[src/design/swlt_pkg.sv]
// Package for the sequence window loss tracker.
// Holds the shared widths, the configuration register indexes, the queue item type and the
// back-end state type. No dependencies.
package swlt_pkg;

  localparam int SEQ_W      = 32;
  localparam int RUN_W      = 32;
  localparam int LEN_W      = 16;
  localparam int CNT_W      = 32;
  localparam int CFG_DATA_W = 32;

  localparam logic [RUN_W-1:0] ACTIVE_RUN_RST = RUN_W'(1);

  typedef enum logic [0:0] {
    CFG_ENABLE     = 1'b0,
    CFG_ACTIVE_RUN = 1'b1
  } cfg_idx_t;

  typedef struct packed {
    logic             acc;
    logic [SEQ_W-1:0] seq;
    logic [LEN_W-1:0] len;
  } item_t;

  typedef enum logic [2:0] {
    ST_IDLE,
    ST_CHECK,
    ST_ADV,
    ST_FLUSH,
    ST_SKIP,
    ST_MARK,
    ST_DONE
  } back_state_t;

endpackage

[src/design/swlt_ifs.sv]
// Channel interfaces of the sequence window loss tracker: the frame input and the result output.
// Depends on swlt_pkg.
interface swlt_in_if;
  import swlt_pkg::*;
  logic             valid;
  logic             ready;
  logic [SEQ_W-1:0] frame_seq;
  logic [RUN_W-1:0] frame_run;
  logic             short_frame;
  logic [LEN_W-1:0] frame_len;

  modport source(output valid, frame_seq, frame_run, short_frame, frame_len, input ready);
  modport sink(input valid, frame_seq, frame_run, short_frame, frame_len, output ready);
endinterface

interface swlt_out_if;
  import swlt_pkg::*;
  logic             valid;
  logic             ready;
  logic             accepted;
  logic [CNT_W-1:0] total_frames;
  logic [CNT_W-1:0] lost_frames;
  logic [CNT_W-1:0] dup_frames;
  logic [CNT_W-1:0] reorder_frames;
  logic [CNT_W-1:0] rx_bytes;
  logic [SEQ_W-1:0] next_expected;

  modport source(output valid, accepted, total_frames, lost_frames, dup_frames, reorder_frames,
                 rx_bytes, next_expected, input ready);
  modport sink(input valid, accepted, total_frames, lost_frames, dup_frames, reorder_frames,
               rx_bytes, next_expected, output ready);
endinterface

[src/design/swlt_front.sv]
// Front end: holds the configuration registers and decides for each frame whether it is counted.
// Depends on swlt_pkg and swlt_in_if.
module swlt_front (
  input  logic                           clk,
  input  logic                           rst_n,
  input  logic                           cfg_we,
  input  swlt_pkg::cfg_idx_t             cfg_idx,
  input  logic [swlt_pkg::CFG_DATA_W-1:0] cfg_wdata,
  swlt_in_if.sink                        in_ch,
  output logic                           push_valid,
  output swlt_pkg::item_t                push_item,
  input  logic                           push_ready
);
  import swlt_pkg::*;

  logic             enable_r;
  logic [RUN_W-1:0] active_run_r;

  always_ff @(posedge clk) begin
    if (!rst_n) begin
      enable_r     <= 1'b0;
      active_run_r <= ACTIVE_RUN_RST;
    end else if (cfg_we) begin
      case (cfg_idx)
        CFG_ENABLE:     enable_r     <= cfg_wdata[0];
        CFG_ACTIVE_RUN: active_run_r <= cfg_wdata[RUN_W-1:0];
        default:        enable_r     <= enable_r;
      endcase
    end
  end

  assign in_ch.ready   = push_ready;
  assign push_valid    = in_ch.valid;
  assign push_item.acc = enable_r && (in_ch.short_frame || (in_ch.frame_run == active_run_r));
  assign push_item.seq = in_ch.frame_seq;
  assign push_item.len = in_ch.frame_len;

endmodule

[src/design/swlt_fifo.sv]
// Two-entry queue of classified frames between the front end and the back end.
// Depends on swlt_pkg.
module swlt_fifo (
  input  logic            clk,
  input  logic            rst_n,
  input  logic            push_valid,
  input  swlt_pkg::item_t push_item,
  output logic            push_ready,
  output logic            pop_valid,
  output swlt_pkg::item_t pop_item,
  input  logic            pop_ready
);
  import swlt_pkg::*;

  item_t      mem_r [2];
  logic       wr_ptr_r;
  logic       rd_ptr_r;
  logic [1:0] count_r;
  logic       do_push;
  logic       do_pop;

  assign push_ready = (count_r != 2'd2);
  assign pop_valid  = (count_r != 2'd0);
  assign pop_item   = mem_r[rd_ptr_r];
  assign do_push    = push_valid && push_ready;
  assign do_pop     = pop_valid && pop_ready;

  always_ff @(posedge clk) begin
    if (do_push) begin
      mem_r[wr_ptr_r] <= push_item;
    end
  end

  always_ff @(posedge clk) begin
    if (!rst_n) begin
      wr_ptr_r <= 1'b0;
      rd_ptr_r <= 1'b0;
      count_r  <= 2'd0;
    end else begin
      if (do_push) wr_ptr_r <= ~wr_ptr_r;
      if (do_pop)  rd_ptr_r <= ~rd_ptr_r;
      case ({do_push, do_pop})
        2'b10:   count_r <= count_r + 2'd1;
        2'b01:   count_r <= count_r - 2'd1;
        default: count_r <= count_r;
      endcase
    end
  end

endmodule

[src/design/swlt_back.sv]
// Back end: sequence window state, counters, result register and the step sequencer that
// moves the window one position a step or skips ahead. Depends on swlt_pkg and swlt_out_if.
module swlt_back #(
  parameter int WINDOW_BITS = 64
) (
  input  logic            clk,
  input  logic            rst_n,
  input  logic            pop_valid,
  input  swlt_pkg::item_t pop_item,
  output logic            pop_ready,
  swlt_out_if.source      out_ch
);
  import swlt_pkg::*;

  localparam int IW = $clog2(WINDOW_BITS);
  localparam logic [SEQ_W-1:0] WIN_D  = SEQ_W'(WINDOW_BITS);
  localparam logic [SEQ_W-1:0] WIN_2D = SEQ_W'(2 * WINDOW_BITS);
  localparam logic [SEQ_W-1:0] WIN_M1 = SEQ_W'(WINDOW_BITS - 1);
  localparam logic [IW-1:0] FLUSH_LAST = IW'(WINDOW_BITS - 2);
  localparam logic [WINDOW_BITS-1:0] TOP_MARK = {2'b01, {(WINDOW_BITS - 2){1'b0}}};

  back_state_t            state_r, state_nxt;
  logic [SEQ_W-1:0]       seq_r, seq_nxt;
  logic                   acc_r, acc_nxt;
  logic                   adv_loop_r, adv_loop_nxt;
  logic [IW-1:0]          flush_cnt_r, flush_cnt_nxt;
  logic [SEQ_W-1:0]       skip_r, skip_nxt;
  logic [SEQ_W-1:0]       next_r, next_nxt;
  logic [WINDOW_BITS-1:0] win_r, win_nxt;
  logic [CNT_W-1:0]       total_r, total_nxt;
  logic [CNT_W-1:0]       lost_r, lost_nxt;
  logic [CNT_W-1:0]       dup_r, dup_nxt;
  logic [CNT_W-1:0]       reorder_r, reorder_nxt;
  logic [CNT_W-1:0]       bytes_r, bytes_nxt;

  logic                   ov_r, ov_nxt;
  logic                   o_acc_r, o_acc_nxt;
  logic [CNT_W-1:0]       o_total_r, o_total_nxt;
  logic [CNT_W-1:0]       o_lost_r, o_lost_nxt;
  logic [CNT_W-1:0]       o_dup_r, o_dup_nxt;
  logic [CNT_W-1:0]       o_reorder_r, o_reorder_nxt;
  logic [CNT_W-1:0]       o_bytes_r, o_bytes_nxt;
  logic [SEQ_W-1:0]       o_next_r, o_next_nxt;

  logic [SEQ_W-1:0]       d_head;
  logic [SEQ_W-1:0]       d_cur;
  logic [IW-1:0]          bit_idx;
  logic [WINDOW_BITS-1:0] win_shift;

  assign d_head    = pop_item.seq - next_r;
  assign d_cur     = seq_r - next_r;
  assign bit_idx   = d_cur[IW-1:0] - IW'(1);
  assign win_shift = {1'b0, win_r[WINDOW_BITS-1:1]};

  always_comb begin
    state_nxt     = state_r;
    seq_nxt       = seq_r;
    acc_nxt       = acc_r;
    adv_loop_nxt  = adv_loop_r;
    flush_cnt_nxt = flush_cnt_r;
    skip_nxt      = skip_r;
    next_nxt      = next_r;
    win_nxt       = win_r;
    total_nxt     = total_r;
    lost_nxt      = lost_r;
    dup_nxt       = dup_r;
    reorder_nxt   = reorder_r;
    bytes_nxt     = bytes_r;
    ov_nxt        = ov_r && !out_ch.ready;
    o_acc_nxt     = o_acc_r;
    o_total_nxt   = o_total_r;
    o_lost_nxt    = o_lost_r;
    o_dup_nxt     = o_dup_r;
    o_reorder_nxt = o_reorder_r;
    o_bytes_nxt   = o_bytes_r;
    o_next_nxt    = o_next_r;
    pop_ready     = 1'b0;

    case (state_r)
      ST_IDLE: begin
        if (pop_valid) begin
          pop_ready = 1'b1;
          seq_nxt   = pop_item.seq;
          acc_nxt   = pop_item.acc;
          state_nxt = ST_DONE;
          if (pop_item.acc) begin
            total_nxt = total_r + CNT_W'(1);
            bytes_nxt = bytes_r + CNT_W'(pop_item.len);
            if (d_head == '0) begin
              adv_loop_nxt = 1'b0;
              state_nxt    = ST_ADV;
            end else if (d_head[SEQ_W-1]) begin
              dup_nxt = dup_r + CNT_W'(1);
            end else if (d_head > WIN_2D) begin
              lost_nxt      = lost_r + CNT_W'(1);
              next_nxt      = next_r + SEQ_W'(1);
              flush_cnt_nxt = '0;
              state_nxt     = ST_FLUSH;
            end else begin
              state_nxt = ST_CHECK;
            end
          end
        end
      end
      ST_CHECK: begin
        if (!d_cur[SEQ_W-1] && (d_cur >= WIN_D)) begin
          lost_nxt     = lost_r + CNT_W'(1);
          adv_loop_nxt = 1'b1;
          state_nxt    = ST_ADV;
        end else if (d_cur == '0) begin
          adv_loop_nxt = 1'b0;
          state_nxt    = ST_ADV;
        end else begin
          if (!d_cur[SEQ_W-1] && (d_cur <= WIN_M1)) begin
            if (win_r[bit_idx]) begin
              dup_nxt = dup_r + CNT_W'(1);
            end else begin
              win_nxt[bit_idx] = 1'b1;
              reorder_nxt      = reorder_r + CNT_W'(1);
            end
          end
          state_nxt = ST_DONE;
        end
      end
      ST_ADV: begin
        next_nxt = next_r + SEQ_W'(1);
        win_nxt  = win_shift;
        if (!win_r[0]) begin
          state_nxt = adv_loop_r ? ST_CHECK : ST_DONE;
        end
      end
      ST_FLUSH: begin
        if (!win_r[0]) begin
          lost_nxt = lost_r + CNT_W'(1);
        end
        next_nxt      = next_r + SEQ_W'(1);
        win_nxt       = win_shift;
        flush_cnt_nxt = flush_cnt_r + IW'(1);
        if (flush_cnt_r == FLUSH_LAST) begin
          state_nxt = ST_SKIP;
        end
      end
      ST_SKIP: begin
        win_nxt   = '0;
        skip_nxt  = seq_r - next_r - WIN_M1;
        next_nxt  = seq_r - WIN_M1;
        state_nxt = ST_MARK;
      end
      ST_MARK: begin
        lost_nxt    = lost_r + skip_r;
        win_nxt     = TOP_MARK;
        reorder_nxt = reorder_r + CNT_W'(1);
        state_nxt   = ST_DONE;
      end
      ST_DONE: begin
        if (!ov_r || out_ch.ready) begin
          ov_nxt        = 1'b1;
          o_acc_nxt     = acc_r;
          o_total_nxt   = total_r;
          o_lost_nxt    = lost_r;
          o_dup_nxt     = dup_r;
          o_reorder_nxt = reorder_r;
          o_bytes_nxt   = bytes_r;
          o_next_nxt    = next_r;
          state_nxt     = ST_IDLE;
        end
      end
      default: begin
        state_nxt = ST_IDLE;
      end
    endcase
  end

  always_ff @(posedge clk) begin
    if (!rst_n) begin
      state_r   <= ST_IDLE;
      next_r    <= '0;
      win_r     <= '0;
      total_r   <= '0;
      lost_r    <= '0;
      dup_r     <= '0;
      reorder_r <= '0;
      bytes_r   <= '0;
      ov_r      <= 1'b0;
    end else begin
      state_r   <= state_nxt;
      next_r    <= next_nxt;
      win_r     <= win_nxt;
      total_r   <= total_nxt;
      lost_r    <= lost_nxt;
      dup_r     <= dup_nxt;
      reorder_r <= reorder_nxt;
      bytes_r   <= bytes_nxt;
      ov_r      <= ov_nxt;
    end
  end

  always_ff @(posedge clk) begin
    seq_r       <= seq_nxt;
    acc_r       <= acc_nxt;
    adv_loop_r  <= adv_loop_nxt;
    flush_cnt_r <= flush_cnt_nxt;
    skip_r      <= skip_nxt;
    o_acc_r     <= o_acc_nxt;
    o_total_r   <= o_total_nxt;
    o_lost_r    <= o_lost_nxt;
    o_dup_r     <= o_dup_nxt;
    o_reorder_r <= o_reorder_nxt;
    o_bytes_r   <= o_bytes_nxt;
    o_next_r    <= o_next_nxt;
  end

  assign out_ch.valid          = ov_r;
  assign out_ch.accepted       = o_acc_r;
  assign out_ch.total_frames   = o_total_r;
  assign out_ch.lost_frames    = o_lost_r;
  assign out_ch.dup_frames     = o_dup_r;
  assign out_ch.reorder_frames = o_reorder_r;
  assign out_ch.rx_bytes       = o_bytes_r;
  assign out_ch.next_expected  = o_next_r;

endmodule

[src/design/seq_window_loss_tracker_unit.sv]
// Channel   Direction  Handshake         Payload
// in_ch     sink       valid/ready       frame_seq, frame_run, short_frame, frame_len
// out_ch    source     valid/ready       accepted, counters, next_expected
// cfg_*     write      cfg_we            cfg_idx selects enable or active_run, cfg_wdata
//
// Dropped and duplicate frames go straight to the result step, in-window frames pass a
// check first and in-order frames advance past the run of marked bits they close. A gap of
// WINDOW_BITS to twice that alternates check and advance; a longer gap runs flush, skip, mark.
// Reset is synchronous and clears all counters, the window and the expected sequence number.
// A two-entry request queue lets the input keep accepting until it is full while the back end
// works or the result register waits for out_ch.ready.
module seq_window_loss_tracker_unit #(
  parameter int WINDOW_BITS = 64
) (
  input  logic                            clk,
  input  logic                            rst_n,
  input  logic                            cfg_we,
  input  swlt_pkg::cfg_idx_t              cfg_idx,
  input  logic [swlt_pkg::CFG_DATA_W-1:0] cfg_wdata,
  swlt_in_if.sink                         in_ch,
  swlt_out_if.source                      out_ch
);
  import swlt_pkg::*;

  logic  push_valid;
  logic  push_ready;
  item_t push_item;
  logic  pop_valid;
  logic  pop_ready;
  item_t pop_item;

  swlt_front u_front (
    .clk       (clk),
    .rst_n     (rst_n),
    .cfg_we    (cfg_we),
    .cfg_idx   (cfg_idx),
    .cfg_wdata (cfg_wdata),
    .in_ch     (in_ch),
    .push_valid(push_valid),
    .push_item (push_item),
    .push_ready(push_ready)
  );

  swlt_fifo u_fifo (
    .clk       (clk),
    .rst_n     (rst_n),
    .push_valid(push_valid),
    .push_item (push_item),
    .push_ready(push_ready),
    .pop_valid (pop_valid),
    .pop_item  (pop_item),
    .pop_ready (pop_ready)
  );

  swlt_back #(
    .WINDOW_BITS(WINDOW_BITS)
  ) u_back (
    .clk      (clk),
    .rst_n    (rst_n),
    .pop_valid(pop_valid),
    .pop_item (pop_item),
    .pop_ready(pop_ready),
    .out_ch   (out_ch)
  );

endmodule
[src/flat_wrapper.sv]
// flat-port wrapper written by rule: the top's interface ports become plain ports
module seq_window_loss_tracker_unit_flat import swlt_pkg::*;
#(
  parameter int WINDOW_BITS = 64
)
  (clk, rst_n, cfg_we, cfg_idx, cfg_wdata, in_ch_valid, in_ch_frame_seq, in_ch_frame_run, in_ch_short_frame, in_ch_frame_len, in_ch_ready, out_ch_valid, out_ch_accepted, out_ch_total_frames, out_ch_lost_frames, out_ch_dup_frames, out_ch_reorder_frames, out_ch_rx_bytes, out_ch_next_expected, out_ch_ready);
  swlt_in_if in_ch_i ();
  swlt_out_if out_ch_i ();
  input  logic clk;
  input  logic rst_n;
  input  logic cfg_we;
  input  swlt_pkg::cfg_idx_t cfg_idx;
  input  logic [swlt_pkg::CFG_DATA_W-1:0] cfg_wdata;
  input wire logic [$bits(in_ch_i.valid)-1:0] in_ch_valid;
  input wire logic [$bits(in_ch_i.frame_seq)-1:0] in_ch_frame_seq;
  input wire logic [$bits(in_ch_i.frame_run)-1:0] in_ch_frame_run;
  input wire logic [$bits(in_ch_i.short_frame)-1:0] in_ch_short_frame;
  input wire logic [$bits(in_ch_i.frame_len)-1:0] in_ch_frame_len;
  output wire logic [$bits(in_ch_i.ready)-1:0] in_ch_ready;
  output wire logic [$bits(out_ch_i.valid)-1:0] out_ch_valid;
  output wire logic [$bits(out_ch_i.accepted)-1:0] out_ch_accepted;
  output wire logic [$bits(out_ch_i.total_frames)-1:0] out_ch_total_frames;
  output wire logic [$bits(out_ch_i.lost_frames)-1:0] out_ch_lost_frames;
  output wire logic [$bits(out_ch_i.dup_frames)-1:0] out_ch_dup_frames;
  output wire logic [$bits(out_ch_i.reorder_frames)-1:0] out_ch_reorder_frames;
  output wire logic [$bits(out_ch_i.rx_bytes)-1:0] out_ch_rx_bytes;
  output wire logic [$bits(out_ch_i.next_expected)-1:0] out_ch_next_expected;
  input wire logic [$bits(out_ch_i.ready)-1:0] out_ch_ready;
  assign in_ch_i.valid = in_ch_valid;
  assign in_ch_i.frame_seq = in_ch_frame_seq;
  assign in_ch_i.frame_run = in_ch_frame_run;
  assign in_ch_i.short_frame = in_ch_short_frame;
  assign in_ch_i.frame_len = in_ch_frame_len;
  assign in_ch_ready = in_ch_i.ready;
  assign out_ch_valid = out_ch_i.valid;
  assign out_ch_accepted = out_ch_i.accepted;
  assign out_ch_total_frames = out_ch_i.total_frames;
  assign out_ch_lost_frames = out_ch_i.lost_frames;
  assign out_ch_dup_frames = out_ch_i.dup_frames;
  assign out_ch_reorder_frames = out_ch_i.reorder_frames;
  assign out_ch_rx_bytes = out_ch_i.rx_bytes;
  assign out_ch_next_expected = out_ch_i.next_expected;
  assign out_ch_i.ready = out_ch_ready;
  seq_window_loss_tracker_unit #(.WINDOW_BITS(WINDOW_BITS)) u_core (.clk(clk), .rst_n(rst_n), .cfg_we(cfg_we), .cfg_idx(cfg_idx), .cfg_wdata(cfg_wdata), .in_ch(in_ch_i), .out_ch(out_ch_i));
endmodule
[config.mk]
export PLATFORM = sky130hd
export DESIGN_NAME = seq_window_loss_tracker_unit_flat
export DESIGN_NICKNAME = d
export VERILOG_FILES = /design/src/design/swlt_pkg.sv /design/src/design/swlt_ifs.sv /design/src/design/swlt_front.sv /design/src/design/swlt_fifo.sv /design/src/design/swlt_back.sv /design/src/design/seq_window_loss_tracker_unit.sv /design/src/flat_wrapper.sv
export SDC_FILE = /design/constraint.sdc
export NUM_CORES = 1
export LEC_CHECK = 0
export BUFFER_PORTS_ARGS = -buffer_cell sky130_fd_sc_hd__buf_2
export CAP_MARGIN = 20
export CELL_PAD_IN_SITES_DETAIL_PLACEMENT = 1
export CELL_PAD_IN_SITES_GLOBAL_PLACEMENT = 1
export CORE_UTILIZATION = 35
export DETAILED_ROUTE_END_ITERATION = 7
export MAX_ROUTING_LAYER = met4
export PLACE_DENSITY_LB_ADDON = 0.1
export SYNTH_ARGS = -nofsm -noshare
export SYNTH_HDL_FRONTEND = slang
export SYNTH_SLANG_ARGS = --single-unit
[constraint.sdc]
create_clock -name clk -period 46.3 [get_ports clk]
set_input_delay 9.26 -clock clk [delete_from_list [all_inputs] [get_ports clk]]
set_output_delay 9.26 -clock clk [all_outputs]
set_load 0.03 [all_outputs]
==> results of run 1 <==
[cell usage after synthesis (all sizes together) (13+ instances only)]
cell      n
nor3     78
a31oi    34
a22oi    29
o311ai   23
a211oi   35
o31ai    22
buf      21
or2      14
nand2   344
a21o     38
nand2b   37
mux2i    27
clkbuf  150
o21bai   13
o41ai    20
nand4    46
or4      25
xor2     82
nor4     25
o211ai   30
o21a     26
o21ai   235
and2     27
inv     106
xnor2   126
nor2    239
a21oi   295
and3     79
or3      48
dfxtp   298
nand3   114
ha      121
edfxtp  363
nor2b    19
mux2     56
[worst max-delay path, stage by stage]
cell	delay, ns
sky130_fd_sc_hd__buf_2	0.71
sky130_fd_sc_hd__buf_4	0.53
sky130_fd_sc_hd__inv_6	0.21
sky130_fd_sc_hd__buf_12	0.26
sky130_fd_sc_hd__nor2_1	0.45
sky130_fd_sc_hd__buf_4	0.33
sky130_fd_sc_hd__o311ai_0	0.20
sky130_fd_sc_hd__o21ai_0	0.11
[stage by stage]
step | std cells | worst slack, ns | util | area [um^2]
after floorplan | 3416 | 22.97 | - | 33900
final | 5005 | 34.51 | 0.412 | 39400
after CTS | 5001 | 34.72 | 0.412 | 39300
after global placement | 4858 | 34.16 | 0.385 | 36700
after detailed placement | 4858 | 34.08 | 0.385 | 36700
after global routing | 5005 | 34.44 | 0.412 | 39400
[layer usage]
metal / vias to the layer above / GRT usage / share of wire
li1: 13166 / - / -
met1: 13673 / 0.281 / 0.46
met2: 466 / 0.362 / 0.49
met3: 137 / 0.0255 / 0.032
met4: 0 / 0.0634 / 0.023
met5: - / - / 0
[path summary, 6_finish.rpt]
| check | slack, ns | cells after the start | from | end |
|---|---|---|---|---|
| worst max-delay path | 34.51 | 8 | rst_n | u_core.u_back.next_r[25]$_SDFFE_PN0P_ |
| worst min-delay path | 0.42 | 0 | u_core.u_back.acc_r$_DFFE_PP_ | u_core.u_back.out_ch.accepted$_DFFE_PP_ |
| worst max register to register | 39.74 | 18 | flip-flop | u_core.u_back.next_r[5]$_SDFFE_PN0P_ |
| worst min register to register | 0.42 | 0 | u_core.u_back.acc_r$_DFFE_PP_ | u_core.u_back.out_ch.accepted$_DFFE_PP_ |
[layout by cell type, fill, tap and decap left out, types with 29 or more instances in the layout]
| cell type | instances |
|---|---|
| sky130_fd_sc_hd__o21ai_1 | 63 |
| sky130_fd_sc_hd__and3_1 | 78 |
| sky130_fd_sc_hd__ha_1 | 121 |
| sky130_fd_sc_hd__nand2b_1 | 37 |
| sky130_fd_sc_hd__nand4_1 | 46 |
| sky130_fd_sc_hd__mux2_2 | 56 |
| sky130_fd_sc_hd__o21ai_0 | 172 |
| sky130_fd_sc_hd__xor2_1 | 82 |
| sky130_fd_sc_hd__a21oi_1 | 294 |
| sky130_fd_sc_hd__or3_1 | 48 |
| sky130_fd_sc_hd__o211ai_1 | 30 |
| sky130_fd_sc_hd__a21o_1 | 38 |
| sky130_fd_sc_hd__nand2_1 | 344 |
| sky130_fd_sc_hd__inv_1 | 104 |
| sky130_fd_sc_hd__edfxtp_1 | 363 |
| sky130_fd_sc_hd__clkbuf_16 | 81 |
| sky130_fd_sc_hd__a211oi_1 | 34 |
| sky130_fd_sc_hd__nand3_1 | 113 |
| sky130_fd_sc_hd__buf_2 | 313 |
| sky130_fd_sc_hd__nor3_1 | 76 |
| sky130_fd_sc_hd__buf_4 | 33 |
| sky130_fd_sc_hd__a31oi_1 | 33 |
| sky130_fd_sc_hd__a22oi_1 | 29 |
| sky130_fd_sc_hd__xnor2_1 | 124 |
| sky130_fd_sc_hd__dfxtp_1 | 296 |
| sky130_fd_sc_hd__nor2_1 | 237 |
[cells by family (layout without fill, tap and decap cells)]
kind of cell / count (synthesis) / count (layout) / share of synthesized area
buffers and inverters: 277 / 601 / 0.0316
AOI/OAI and AO/OA: 908 / 908 / 0.169
and+or+nand+nor: 1142 / 1142 / 0.166
adders and majority gates: 125 / 125 / 0.0470
xor gates and xnor gates: 209 / 209 / 0.0544
DFF: 661 / 661 / 0.498
muxes: 94 / 94 / 0.0339
[cell type report]
| cell class | instances | area share |
|---|---|---|
| Inverter | 106 | 0.0102 |
| Multi-Input combinational cell | 2478 | 0.406 |
| Sequential cell | 661 | 0.429 |
| Timing Repair Buffer | 352 | 0.0491 |
| Clock buffer | 108 | 0.0561 |
| Tap cell | 1265 | 0.0402 |
| Clock inverter | 35 | 0.00932 |
[power by group through the flow]
stage	sequential, mW	combinational, mW	clock (mW)
floorplan	0.823	0.751	0
global placement	0.795	1.12	0
detailed placement	0.799	1.14	0
CTS	0.787	1.14	0.645
global route	0.796	1.25	0.667
finish	0.787	1.14	0.625
==> reports/summary.txt, run 1 <==
====================================================================================
FF+latch area .........................................................  0.0169 mm^2
Filler instances ......................................................        10700
Final net count .......................................................         3921
Layout overhead on the synthesized area ...............................        16.1%
All-layer global routing usage ........................................        0.219
Largest registers ..................................................... u_core.u_fifo.mem_r x98, u_core.u_back.win_r x64
Clock Skew ............................................................    0.0212 ns
Number of buffers between clock root and the deepest sink .............            3
Maximum number of pins on one net before global-route repair ..........          151
Routed WL per cell ....................................................      21.1 um
Yosys Warn Count ......................................................            0
H-tree levels .........................................................            3
Worst voltage drop across the vdd grid ................................      34.4 uV
Fraction of power consumed by sequential logic ........................        0.308
Share of power burned in the clock network ............................        0.245
Setup crit start kind .................................................    input pin
Post-CTS Resized ......................................................            0
Detailed placement HPWL ...............................................     76500 um
Flip-flop count of the largest register after layout ..................           98
Share of final-layout standard cells stronger than drive strength 1 ...        0.158
Fin crit period .......................................................     11.79 ns
RSZ-0062 raised after global routing ..................................        false
Die X-Extent ..........................................................       313 um
Outcome ............................................................... complete, no violations
Required @ worst endpoint .............................................     46.87 ns
Switching component of the power ......................................      1.07 mW
Leading cell types by total area after synthesis ...................... sky130_fd_sc_hd__edfxtp_1, sky130_fd_sc_hd__dfxtp_1, sky130_fd_sc_hd__ha_1
CP Class .............................................................. input pin to flip-flop
Most flops, register .................................................. u_core.u_fifo.mem_r
Sequential fraction of the synthesis area .............................        0.498
Clock tree from TritonCTS .............................................         done
Final Total Pwr .......................................................      2.55 mW
Setup_tns .............................................................         0 ns
Post-synthesis cell count .............................................         3416
Biggest area consumer among synthesized cells ......................... sky130_fd_sc_hd__edfxtp_1
Max capacitance violation total .......................................            0
Critical path peak fanout .............................................          150
Final RePlAce weighted congestion .....................................        0.873
Io pins ...............................................................          314
Gr ovfl total .........................................................            0
Worst-Skew Late Latency ...............................................      0.65 ns
Achievable clock frequency ............................................   0.0848 GHz
Die Area ..............................................................  0.0981 mm^2
Synthesized area ......................................................  0.0339 mm^2
Initial antenna violation count .......................................            0
Tightest slew margin relative to the limit ............................        0.142
Vias per cell .........................................................         5.48
Max Slew Vio Count ....................................................            0
Switching power share of the total ....................................        0.421
Proportion of synthesized flip-flops having asynchronous set or reset .            0
Number of buffers added for setup after CTS ...........................            0
Height of the die .....................................................       313 um
Worst hold path type .................................................. flip-flop to flip-flop
Fin. Hold Viols .......................................................            0
ANT cells .............................................................            0
Synth unique cells ....................................................           92
Post-route fraction of the period consumed by the critical path .......        0.255
Pwr/cell area ......................................................... 64.8 mW/mm^2
Area share of the largest cell type after synthesis ...................        0.322
Initial cell density of the core ......................................        0.355
Area taken by multi-input logic gates .................................  0.0160 mm^2
Comb pwr share ........................................................        0.447
Number of buffers added on ports ......................................          313
Total internal power ..................................................      1.48 mW
Setup violations, final ...............................................            0
DR vias ...............................................................        27442
DRC violations left ...................................................            0
Antenna-violating nets left ...........................................            0
Clock slew seen by the registers of the worst setup and hold paths ....      0.06 ns
Post-Syn Nets .........................................................         3660
Worst Max-Slew Pin Slew ...............................................      1.27 ns
Leakage ...............................................................      14.1 nW
Clock tree root driver cell ........................................... sky130_fd_sc_hd__clkbuf_16
Number of flops mapped to enable cells by yosys .......................          363
Global-route wire length before repair ................................    166000 um
Vias in the first global route ........................................        28600
Core footprint ........................................................  0.0954 mm^2
Count of hold-fix buffers inserted at cts .............................            0
CTS sink cnt ..........................................................          661
Standard-cell rows ....................................................          113
Wirelength, routed ....................................................    106000 um
Inserted Clock Buffers ................................................           78
Register bit count reported by yosys ..................................          661
Synthesized area divided by synthesized cell count ....................    9.92 um^2
Final worst hold slack ................................................     0.419 ns
Drt first pass iters ..................................................            5
Top FF cell, synth .................................................... sky130_fd_sc_hd__edfxtp_1
Arrival time of data at the critical path endpoint ....................     12.36 ns
Kind of capture point of the worst setup path .........................    flip-flop
Number of DRC markers in iteration 0 ..................................         1464
====================================================================================
Power figures use the tool's default switching activity.
==> inputs of run 2 (changes only) <==
--- a/config.mk
+++ b/config.mk
@@ -5,6 +5,7 @@
 export SDC_FILE = /design/constraint.sdc
 export NUM_CORES = 1
 export LEC_CHECK = 0
+export ABC_AREA = 1
 export BUFFER_PORTS_ARGS = -buffer_cell sky130_fd_sc_hd__buf_2
 export CAP_MARGIN = 20
 export CELL_PAD_IN_SITES_DETAIL_PLACEMENT = 1
==> constraint.sdc (replaced) <==
create_clock -name clk -period 11.49 [get_ports clk]
set_input_delay 2.298 -clock clk [delete_from_list [all_inputs] [get_ports clk]]
set_output_delay 2.298 -clock clk [all_outputs]
set_load 0.03 [all_outputs]
==> run 2 against run 1 <==
Effect of this change:
- global-route usage is 0.63 points higher
- synthesized area is 9.4% higher
- cell area rose by 8.9%
- non-clock buffer count decreased by 6
- critical path depth is 16 higher
- clock-buffer cell count shrank 2
- die area grew 9.4%
- worst setup slack worse by 29 ns
- power increased to 4.6 times the previous value
- critical endpoint is now u_core.u_back.win_r[14]$_SDFFE_PN0P_
- highest routed layer unchanged
==> reports/summary.txt, run 2 <==
====================================================================================
Max stage delay cell, worst path ...................................... sky130_fd_sc_hd__buf_4
Most used cell, CP .................................................... sky130_fd_sc_hd__nand2_1
Biggest area consumer among synthesized cells ......................... sky130_fd_sc_hd__edfxtp_1
Standard-cell rows ....................................................          119   +5.3%
Worst Max-Slew Pin Slew ...............................................      1.05 ns   -0.223 ns
Filler instances ......................................................        12894   +21%
Number of DRC markers in iteration 0 ..................................         1809   +24%
Slowest Stage Delay on Critical Path ..................................      0.84 ns   +0.13 ns
Global routing's busiest layer ........................................         met2
Clock slew seen by the registers of the worst setup and hold paths ....      0.06 ns   about the same
Leakage ...............................................................      17.9 nW   +27%
Area share of the largest cell type after synthesis ...................        0.294   -0.0277
Leading cell types by total area after synthesis ...................... sky130_fd_sc_hd__edfxtp_1, sky130_fd_sc_hd__dfxtp_1, sky130_fd_sc_hd__nand2_1
Post-route fraction of the period consumed by the critical path .......        0.501
Most common cell in the netlist ....................................... sky130_fd_sc_hd__nand2_1
M3 GR Usage ...........................................................       0.0360   +0.0105
Yosys Warn Count ......................................................            0   unchanged
Synth unique cells ....................................................           53   -42%
Worst voltage drop across the vdd grid ................................       167 uV   +390%
CP cell instances ..................................................... inv_1 > ha_2 > inv_1 > fa_1 > inv_1 > ha_1 > clkinv_1 > nand2_1 > nand2_1 > nand2_1 > nand2_1 > nand2_1 > nand2_1 > nand2_1 > nand2_1 > nand2_1 > nand2_1 > o21ai_1 > o21ai_4 > buf_4 > buf_4 > nand3_1 > nand2_1 > nor2_1
Tightest slew margin relative to the limit ............................        0.303   +0.161
RSZ-0062 raised after global routing ..................................        false
Area taken by multi-input logic gates .................................  0.0176 mm^2   +9.8%
All-layer global routing usage ........................................        0.225   +0.00626
FF+latch area .........................................................  0.0169 mm^2   about the same
Detailed placement HPWL ...............................................     87300 um   +14%
Final Total Pwr .......................................................      11.8 mW   +360%
Routed WL per cell ....................................................      18.3 um   -13%
Die X-Extent ..........................................................       327 um   +4.6%
Layout overhead on the synthesized area ...............................        15.6%
Kind of capture point of the worst setup path .........................    flip-flop
Final net count .......................................................         5269   +34%
Gr ovfl total .........................................................            0   unchanged
Top FF cell, synth .................................................... sky130_fd_sc_hd__edfxtp_1
Synthesized area ......................................................  0.0371 mm^2   +9.4%
Initial cell density of the core ......................................        0.353   -0.00234
Fin. Hold Viols .......................................................            0   unchanged
Outcome ............................................................... complete, no violations
Vias in the first global route ........................................        32481   +14%
Sequential fraction of the synthesis area .............................        0.455   -0.0429
Number of flops mapped to enable cells by yosys .......................          363   unchanged
CTS sink cnt ..........................................................          661   unchanged
Met2 layer usage reported by global route .............................        0.346   -0.0162
Initial antenna violation count .......................................            7   +7
Number of buffers between clock root and the deepest sink .............            3   unchanged
Antenna-violating nets left ...........................................            0   unchanged
Drt first pass iters ..................................................            5   unchanged
Arrival time of data at the critical path endpoint ....................      6.31 ns   -6.05 ns
DRC violations left ...................................................            0   unchanged
Met1 Usage GRT ........................................................        0.310   +0.0283
Pwr/cell area .........................................................  276 mW/mm^2   +330%
Maximum number of pins on one net before global-route repair ..........          130   -14%
Critical path peak fanout .............................................           98   -35%
Most common library cell in the layout ignoring fill and taps ......... sky130_fd_sc_hd__nand2_1
Setup crit start kind .................................................    flip-flop
Clock tree root driver cell ........................................... sky130_fd_sc_hd__clkbuf_16
Clock tree from TritonCTS .............................................         done
Io pins ...............................................................          314   unchanged
Core footprint ........................................................   0.105 mm^2   +10%
Post-synthesis cell count .............................................         4746   +39%
Setup_tns .............................................................         0 ns   unchanged
Clock Skew ............................................................    0.0540 ns   +0.0328 ns
Post-Syn Nets .........................................................         4990   +36%
H-tree levels .........................................................            3   unchanged
Register bit count reported by yosys ..................................          661   unchanged
Count of hold-fix buffers inserted at cts .............................            0   unchanged
Global-route wire length before repair ................................    186000 um   +12%
Height of the die .....................................................       327 um   +4.6%
Leading post-synthesis cells by instance count ........................ sky130_fd_sc_hd__nand2_1, sky130_fd_sc_hd__nor2_1, sky130_fd_sc_hd__inv_1
Setup violations, final ...............................................            0   unchanged
Share of final-layout standard cells stronger than drive strength 1 ...        0.109   -0.0492
Largest registers ..................................................... u_core.u_fifo.mem_r x98, u_core.u_back.win_r x64
Required @ worst endpoint .............................................     12.05 ns   -34.82 ns
Max capacitance violation total .......................................            0   unchanged
Leading cell types in the layout, fill and taps excluded .............. sky130_fd_sc_hd__nand2_1, sky130_fd_sc_hd__nor2_1, sky130_fd_sc_hd__inv_1, sky130_fd_sc_hd__edfxtp_1, sky130_fd_sc_hd__a21oi_1
Flip-flop count of the largest register after layout ..................           98   unchanged
Die Area ..............................................................   0.107 mm^2   +9.4%
Number of buffers added for setup after CTS ...........................            0   unchanged
Worst-Skew Late Latency ...............................................      0.69 ns   +0.04 ns
Final core utilization ................................................        0.408   -0.00456
Inserted Clock Buffers ................................................           80   +2.6%
Proportion of synthesized flip-flops having asynchronous set or reset .            0   unchanged
Most flops, register .................................................. u_core.u_fifo.mem_r
Wirelength, routed ....................................................    119000 um   +12%
Achievable clock frequency ............................................    0.174 GHz
Worst hold path type .................................................. flip-flop to flip-flop
Number of buffers added on ports ......................................          313   unchanged
Fin crit period .......................................................      5.76 ns
Vias per cell .........................................................         5.00   -8.8%
Max Slew Vio Count ....................................................            0   unchanged
Final RePlAce weighted congestion .....................................        0.865   -0.95%
Post-CTS Resized ......................................................            0   unchanged
Synthesized area divided by synthesized cell count ....................    7.81 um^2   -21%
CP Class .............................................................. flip-flop to flip-flop
DR vias ...............................................................        32450   +18%
====================================================================================
[run 2: cell types whose count changed in the layout (fill, tap and decap cells not counted), sizes merged, moves of 55 or more]
cell | previous run | this run
xnor2 | 126 | 71
nand3 | 114 | 292
xor2 | 82 | 149
inv | 110 | 551
and3 | 79 | 5
nor2 | 239 | 568
nand2 | 344 | 1177
[run 2: area by class of cell]
class | instances | share of cell area
well taps | 1391 | 0.0406
clock inverters | 44 | 0.0117
inverters | 555 | 0.0487
flip-flops and latches | 661 | 0.394
clock buffers | 106 | 0.0516
multi-input cells | 3381 | 0.410
diodes | 5 | 0.000292
repair buffers | 346 | 0.0440
[run 2: cell families after synthesis]
kind of cell | Yosys count | synth area share
xor+xnor | 220 | 0.0526
flops | 661 | 0.455
compound gates | 679 | 0.102
simple gates | 2311 | 0.260
mux | 46 | 0.0139
fa+ha+maj | 125 | 0.0430
buf+inv | 704 | 0.0735
[run 2: critical path, delay by kind of cell (launching register included)]
kind            cells  cell delay [ns]
simple gates       13             1.04
buf+inv             6             2.27
fa+ha+maj           3             1.40
compound gates      2             0.30
flops               1             0.44
[run 2: worst paths after layout]
kind         slack (ns)  cells after the start                        startpoint                                       to
max reg2reg        5.73                     24  u_core.u_back.seq_r[0]$_DFFE_PP_     u_core.u_back.win_r[14]$_SDFFE_PN0P_
max                5.73                     24  u_core.u_back.seq_r[0]$_DFFE_PP_     u_core.u_back.win_r[14]$_SDFFE_PN0P_
min                0.42                      0     u_core.u_back.acc_r$_DFFE_PP_  u_core.u_back.out_ch.accepted$_DFFE_PP_
min reg2reg        0.42                      0     u_core.u_back.acc_r$_DFFE_PP_  u_core.u_back.out_ch.accepted$_DFFE_PP_
[run 2: per-stage QoR]
stage	hold slack, ns	instance area [um^2]	setup WS, ns	std cells
after floorplan	0.400	37100	1.14	4746
after global placement	0.403	40100	5.80	6330
after detailed placement	0.406	40100	5.79	6331
after CTS	0.421	42800	5.76	6481
after global routing	0.443	42900	5.26	6489
final	0.421	42900	5.73	6489
[run 2: where the power goes]
| group | leakage (nW) | switching, mW | internal (mW) | total (mW) |
|---|---|---|---|---|
| clock network | 1.31 | 1.10 | 1.49 | 2.59 |
| logic | 10.8 | 4.09 | 1.79 | 5.88 |
| registers | 5.81 | 0.322 | 3.03 | 3.35 |
[run 2: metal layers]
layer  up-vias  share of wire
met5         -              0
met4         0          0.017
met3       119          0.048
met2       493           0.45
met1     15554           0.49
li1      16284              -
